**config.mk**
```make
export PLATFORM = sky130hd
export DESIGN_NAME = aae_ctrl
export DESIGN_NICKNAME = d
export VERILOG_FILES = /design/src/sv/aae_pkg.sv /design/src/sv/aae_ctrl.sv
export SDC_FILE = /design/constraint.sdc
export NUM_CORES = 1
export LEC_CHECK = 0
export BUFFER_PORTS_ARGS = -buffer_cell sky130_fd_sc_hd__buf_2
export CORE_MARGIN = 2
export CORE_UTILIZATION = 56
export CTS_CLUSTER_SIZE = 25
export DETAILED_ROUTE_END_ITERATION = 12
export PLACE_DENSITY = 0.87
export REMOVE_ABC_BUFFERS = 1
export SLEW_MARGIN = 5
export SYNTH_ARGS = -nofsm -noshare
export SYNTH_HDL_FRONTEND = slang
export SYNTH_SLANG_ARGS = --single-unit
```
**constraint.sdc**
```tcl
create_clock -name clk -period 2.1 [get_ports clk]
set_input_delay 0.21 -clock clk [delete_from_list [all_inputs] [get_ports clk]]
set_output_delay 0.21 -clock clk [all_outputs]
set_load 0.01 [all_outputs]
```
**src/sv/aae_pkg.sv**
```systemverilog
`timescale 1ns / 1ps
`default_nettype none
// ----------------------------------------------------------------------------
// aae_pkg: shared types and constants for the axis-angle to Euler converter
// Holds the controller states, the datapath commands, the CORDIC arctangent
// table and the fixed-point constants; every module of the block imports it.
// ----------------------------------------------------------------------------
package aae_pkg;

  // Default parameter values for the top level.
  localparam int DEF_CORDIC_STEPS = 16;
  localparam int DEF_ANGLE_BITS   = 16;

  // Width of the signed Q24 algebra registers.
  localparam int DW = 32;
  // Width of the CORDIC x and y registers.
  localparam int CX = 34;
  // Length of the arctangent table.
  localparam int TAB_LEN = 24;

  localparam logic [16:0] LIMIT_RESET = 17'd65535;
  localparam logic signed [DW-1:0] ONE_Q24 = 32'sh0100_0000;
  localparam logic signed [CX-1:0] GAIN_Q30 = 34'sd652032875;

  // Arctangent of 2^-i with a full turn equal to 2^32.
  localparam logic [31:0] ATAN_TAB [TAB_LEN] = '{
    32'h20000000, 32'h12E4051E, 32'h09FB385B, 32'h051111D4, 32'h028B0D43,
    32'h0145D7E1, 32'h00A2F61E, 32'h00517C55, 32'h0028BE53, 32'h00145F2F,
    32'h000A2F98, 32'h000517CC, 32'h00028BE6, 32'h000145F3, 32'h0000A2FA,
    32'h0000517D, 32'h000028BE, 32'h0000145F, 32'h00000A30, 32'h00000518,
    32'h0000028C, 32'h00000146, 32'h000000A3, 32'h00000051
  };

  // Table entry rounded to nearest at a coarser angle resolution.
  function automatic logic [33:0] atan_entry(input int idx, input int sh);
    logic [33:0] v;
    v = {2'b00, ATAN_TAB[idx]};
    if (sh > 0) begin
      v = (v + (34'd1 << (sh - 1))) >> sh;
    end
    return v;
  endfunction

  // Datapath operations issued by the controller.
  typedef enum logic [4:0] {
    OP_NONE, OP_LOAD, OP_SC1, OP_SC2, OP_T, OP_XY, OP_TBT, OP_ZS, OP_TV,
    OP_GXS, OP_GATN, OP_TC2, OP_SQRT, OP_PATN, OP_YS, OP_XZ, OP_SUB, OP_YY,
    OP_ZZ, OP_ADDZ, OP_DEN, OP_YATN, OP_XS, OP_YZ, OP_XX, OP_RATN, OP_PUSH
  } op_t;

  // Controller states, one per step of the conversion.
  typedef enum logic [5:0] {
    ST_IDLE, ST_SC1, ST_SC2, ST_T, ST_XY, ST_XYT, ST_ZS, ST_TV, ST_BRANCH,
    ST_GXS, ST_GATN, ST_TC2, ST_SQRT, ST_PATN, ST_YS, ST_XZ, ST_XZT, ST_YSUB,
    ST_YY, ST_ZZ, ST_YADD, ST_YYT, ST_YDEN, ST_YATN, ST_XS, ST_YZ, ST_YZT,
    ST_RSUB, ST_XX, ST_RADD, ST_XXT, ST_RDEN, ST_RATN, ST_DONE
  } state_t;

  typedef struct packed {
    op_t  op;
    logic start;
  } cmd_t;

  typedef struct packed {
    logic cordic_done;
    logic sqrt_done;
    logic gimbal;
  } sts_t;

endpackage
`default_nettype wire

```
**src/sv/aae_ctrl.sv**
```systemverilog
`timescale 1ns / 1ps
`default_nettype none
// ----------------------------------------------------------------------------
// aae_ctrl: conversion sequencer
// Steps the datapath through the conversion, one operation per state, and
// runs the input and output handshakes.
// ----------------------------------------------------------------------------
module aae_ctrl import aae_pkg::*; (
  input  wire logic clk,
  input  wire logic rst_n,
  input  wire logic in_tvalid,
  output logic      in_tready,
  output logic      out_tvalid,
  input  wire logic out_tready,
  input  wire sts_t sts,
  output cmd_t      cmd
);

  state_t state_r, state_nxt;
  logic   first_r, out_valid_r, out_valid_nxt;
  logic   push;

  // Next state.
  always_comb begin
    state_nxt = state_r;
    case (state_r)
      ST_IDLE:   if (in_tvalid) state_nxt = ST_SC1;
      ST_SC1:    if (sts.cordic_done) state_nxt = ST_SC2;
      ST_SC2:    if (sts.cordic_done) state_nxt = ST_T;
      ST_T:      state_nxt = ST_XY;
      ST_XY:     state_nxt = ST_XYT;
      ST_XYT:    state_nxt = ST_ZS;
      ST_ZS:     state_nxt = ST_TV;
      ST_TV:     state_nxt = ST_BRANCH;
      ST_BRANCH: state_nxt = sts.gimbal ? ST_GXS : ST_TC2;
      ST_GXS:    state_nxt = ST_GATN;
      ST_GATN:   if (sts.cordic_done) state_nxt = ST_DONE;
      ST_TC2:    state_nxt = ST_SQRT;
      ST_SQRT:   if (sts.sqrt_done) state_nxt = ST_PATN;
      ST_PATN:   if (sts.cordic_done) state_nxt = ST_YS;
      ST_YS:     state_nxt = ST_XZ;
      ST_XZ:     state_nxt = ST_XZT;
      ST_XZT:    state_nxt = ST_YSUB;
      ST_YSUB:   state_nxt = ST_YY;
      ST_YY:     state_nxt = ST_ZZ;
      ST_ZZ:     state_nxt = ST_YADD;
      ST_YADD:   state_nxt = ST_YYT;
      ST_YYT:    state_nxt = ST_YDEN;
      ST_YDEN:   state_nxt = ST_YATN;
      ST_YATN:   if (sts.cordic_done) state_nxt = ST_XS;
      ST_XS:     state_nxt = ST_YZ;
      ST_YZ:     state_nxt = ST_YZT;
      ST_YZT:    state_nxt = ST_RSUB;
      ST_RSUB:   state_nxt = ST_XX;
      ST_XX:     state_nxt = ST_RADD;
      ST_RADD:   state_nxt = ST_XXT;
      ST_XXT:    state_nxt = ST_RDEN;
      ST_RDEN:   state_nxt = ST_RATN;
      ST_RATN:   if (sts.cordic_done) state_nxt = ST_DONE;
      ST_DONE:   if (push) state_nxt = ST_IDLE;
      default:   state_nxt = ST_IDLE;
    endcase
  end

  // Datapath command for each state.
  always_comb begin
    push      = !out_valid_r || out_tready;
    cmd.start = first_r;
    in_tready = state_r == ST_IDLE;
    case (state_r)
      ST_IDLE:  cmd.op = in_tvalid ? OP_LOAD : OP_NONE;
      ST_SC1:   cmd.op = OP_SC1;
      ST_SC2:   cmd.op = OP_SC2;
      ST_T:     cmd.op = OP_T;
      ST_XY:    cmd.op = OP_XY;
      ST_XYT, ST_XZT, ST_YYT, ST_YZT, ST_XXT: cmd.op = OP_TBT;
      ST_ZS:    cmd.op = OP_ZS;
      ST_TV:    cmd.op = OP_TV;
      ST_GXS:   cmd.op = OP_GXS;
      ST_GATN:  cmd.op = OP_GATN;
      ST_TC2:   cmd.op = OP_TC2;
      ST_SQRT:  cmd.op = OP_SQRT;
      ST_PATN:  cmd.op = OP_PATN;
      ST_YS:    cmd.op = OP_YS;
      ST_XZ:    cmd.op = OP_XZ;
      ST_YSUB, ST_RSUB: cmd.op = OP_SUB;
      ST_YY:    cmd.op = OP_YY;
      ST_ZZ:    cmd.op = OP_ZZ;
      ST_YADD, ST_RADD: cmd.op = OP_ADDZ;
      ST_YDEN, ST_RDEN: cmd.op = OP_DEN;
      ST_YATN:  cmd.op = OP_YATN;
      ST_XS:    cmd.op = OP_XS;
      ST_YZ:    cmd.op = OP_YZ;
      ST_XX:    cmd.op = OP_XX;
      ST_RATN:  cmd.op = OP_RATN;
      ST_DONE:  cmd.op = push ? OP_PUSH : OP_NONE;
      default:  cmd.op = OP_NONE;
    endcase
  end

  // Output valid flag: set on a push, cleared when the transfer completes.
  always_comb begin
    out_valid_nxt = out_valid_r;
    if (out_tready) begin
      out_valid_nxt = 1'b0;
    end
    if (state_r == ST_DONE && push) begin
      out_valid_nxt = 1'b1;
    end
  end

  always_ff @(posedge clk) begin
    if (!rst_n) begin
      state_r     <= ST_IDLE;
      first_r     <= 1'b0;
      out_valid_r <= 1'b0;
    end else begin
      state_r     <= state_nxt;
      first_r     <= state_nxt != state_r;
      out_valid_r <= out_valid_nxt;
    end
  end

  assign out_tvalid = out_valid_r;

endmodule
`default_nettype wire

```
==> results.yml <==
detailed_routing:
  vias: 1171
  detail-route-antenna-nets: 0
  drc: 0
  drtPass1Iterations: 5
  drt-initial-drc-count: 79
  routed_wl_um: 2902
  wl_per_cell_um: 15.77
  vias_per_cell: 6.364
synthesis:
  yosysWarnings: 0
  yosys.area.top_type: "dfxtp_1"
  seq_area_frac_synth_pct: 16.00
  syn_inst: 148
  netlist.area_leader.share_pct: 16.00
  synth_area_per_cell_um2: 6.763
  synth_area_leaders: "dfxtp_1 16%, o21ai_0 6.5%, nand2_1 5.6%"
  synth_edf_count: 0
  yosysUniqueCellTypes: 47
  synth_seq_cells: 8
  synth_ff_type: "dfxtp_1"
  synthArstFlopShare_pct: 0
  syn_area_um2: 1001
pwr:
  p_int_mw: 0.2880
  total_power_mw: 0.4495
  power_density_nw_per_um2: 400.0
  peakVddDrop_mv: 0.2648
  switching_power_mw: 0.1615
  p_leak_nw: 0.4509
  pwr-share-seq_pct: 39.4
  p_clk_share_pct: 28.3
  p_sw_share_pct: 35.93
  p_comb_share_pct: 32.3
timing:
  drv_slew: 0
  clock_skew_ns: 0.006962
  rsz0062_at_grt: "false"
  timing.fmax_ghz: 0.4897
  finalCriticalPeriod_ns: 2.042
  worst_pin_slew_ns: 0.4521
  relSlewSlack_pct: 69.82
  fin_crit_sh_pct: 97.25
  setup-tns-final_ns: 0
  hold_violations: 0
  finalSetupViolations: 0
final_layout:
  syn2layout_area_growth_pct: 12.25
  drive_gt1_share_pct: 22.64
  final_cells: 184
  nets: 168
  final.fill_count: 166
  antenna_cells: 0
worst_setup_path:
  end_kind: "primary output"
  required_ns: 1.89
  crit_type: "flip-flop to primary output"
  cp.arrival_ns: 1.83
  ff2ff_setup_slack_ns: 0.24
  start_kind: "flip-flop"
  crit_fanout: 5
clock_network:
  clk_path_buf_depth: 2
  h-tree-depth: 1
  cts_buffers: 3
  root_buffer: "clkbuf_4"
  cts_tree: "built"
  cts_hold_buf: 0
  cts.clk_slew.worst_paths_ns: 0.06
  clk_latency_ns: 0.27
  clock_sinks: 8
global_routing:
  antenna_found_initial: 0
  grt_pass1_vias: 986
  grt_pass1_wl_um: 4560
  grt_max_degree: 22
  track_usage_pct: 29.14
  grt.overflow.total: 0
run:
  drv_cap: 0
place:
  gp_congestion: 0.9005
  port_buffers: 14
  dp.cells: 180
  place.detailed.hpwl_um: 2043
min_path:
  min_path_type: "primary input to flip-flop"
floorplan:
  rows: 15
  die_x_um: 46.28
  core_area_um2: 1708
  die_area_um2: 2141
  dieHeight_um: 46.28
  initial_utilization_pct: 58.61
  io_pins: 15
run_status:
  status: "finished, final reports clean"
path summary, 6_finish.rpt:
| kind | from | to | depth (start not counted) |
|---|---|---|---|
| min reg2reg | out_tvalid | out_tvalid | 2 |
| max reg2reg | state_r[2] | first_r | 6 |
| min | rst_n | state_r[1] | 2 |
| max | state_r[2] | cmd[4] | 4 |
through the flow:
step | hold WS [ns] | utilization, % | instance area (um^2) | worst slack (ns)
CTS | 0.2462 | 65.13 | 1112 | 0.05958
floorplan | 0.3276 | - | 920.9 | 0.1796
global placement | 0.5161 | 63.81 | 1090 | 0.3813
detailed placement | 0.5141 | 63.81 | 1090 | 0.3485
global route | 0.2569 | 65.79 | 1124 | 0.001174
finish | 0.2474 | 65.79 | 1124 | 0.05782
cell usage after synthesis (3+ instances only):
cell / instances
nor3_1: 5
nand2_1: 15
nor2_1: 13
dfxtp_1: 8
o211ai_1: 3
a21boi_0: 4
clkbuf_1: 6
nand2b_1: 8
a211oi_1: 3
o21ai_0: 13
buf_2: 4
nor2b_1: 7
nand3_1: 4
a21oi_1: 10
a31oi_1: 4
buf_1: 3
worst max-delay path: stages (launching register included):
cell      delay (ns)
dfxtp_1         0.34
or4b_4          0.57
or2_2           0.33
o221ai_1        0.16
buf_2           0.16
layout make-up:
| class | instances | area, um^2 | share of cell area [%] |
|---|---|---|---|
| clock buffer | 3 | 22.52 | 2.004 |
| inverter | 2 | 7.507 | 0.6682 |
| multi-input combinational | 122 | 755.7 | 67.26 |
| sequential | 8 | 161.4 | 14.37 |
| tap | 25 | 31.28 | 2.784 |
| timing repair buffer | 24 | 145.1 | 12.92 |
kinds of logic (layout without fill, tap and decap cells):
family	Yosys count	count (layout)	synth area share [%]
AO/OA/AOI/OAI	52	52	34.00
XOR/XNOR	2	2	1.750
buffers and inverters	18	29	8.750
flip-flops	8	8	16.00
multiplexers	1	1	1.125
AND/OR/NAND/NOR	67	67	38.38
state kept, by name, indices dropped and copies added (netlist names):
register / cells
out_tvalid: 1
state_r: 6
first_r: 1
power groups by stage:
stage | sequential, mW | clock (mW) | combinational [mW]
2_1_floorplan | 0.185 | 0 | 0.0811
3_3_place_gp | 0.178 | 0 | 0.138
3_5_place_dp | 0.179 | 0 | 0.142
6_report | 0.177 | 0.127 | 0.145
5_1_grt | 0.179 | 0.133 | 0.158
4_1_cts | 0.176 | 0.127 | 0.143
layer usage:
metal	global-route usage [%]	vias to the layer above	part of all wire, %
li1	-	563	-
met2	46.11	60	47
met3	4.706	8	7.1
met5	0	-	0
met4	6.286	0	1.9
met1	41.07	540	44
timing repair:
item / in CTS / in global routing
endpoints found under the setup margin: 0 / 2
resized for setup: 0 / 2
buffers inserted: 0 / 1
cell usage in the layout, fill, tap and decap left out, types with 2 or more instances in the layout:
cell	count
a21boi_0	4
buf_2	14
and4b_1	2
a21oi_1	10
dfxtp_1	7
o21a_1	2
nor2_1	13
xnor2_1	2
nor3_1	5
nand2_1	15
buf_4	10
o21ai_0	13
a211oi_1	3
nand3_1	4
a31oi_1	4
o211ai_1	3
inv_1	2
nor2b_1	6
o31ai_1	2
nor3b_1	2
clkbuf_4	3
nand2b_1	8
(Power assumes the default switching activity.)
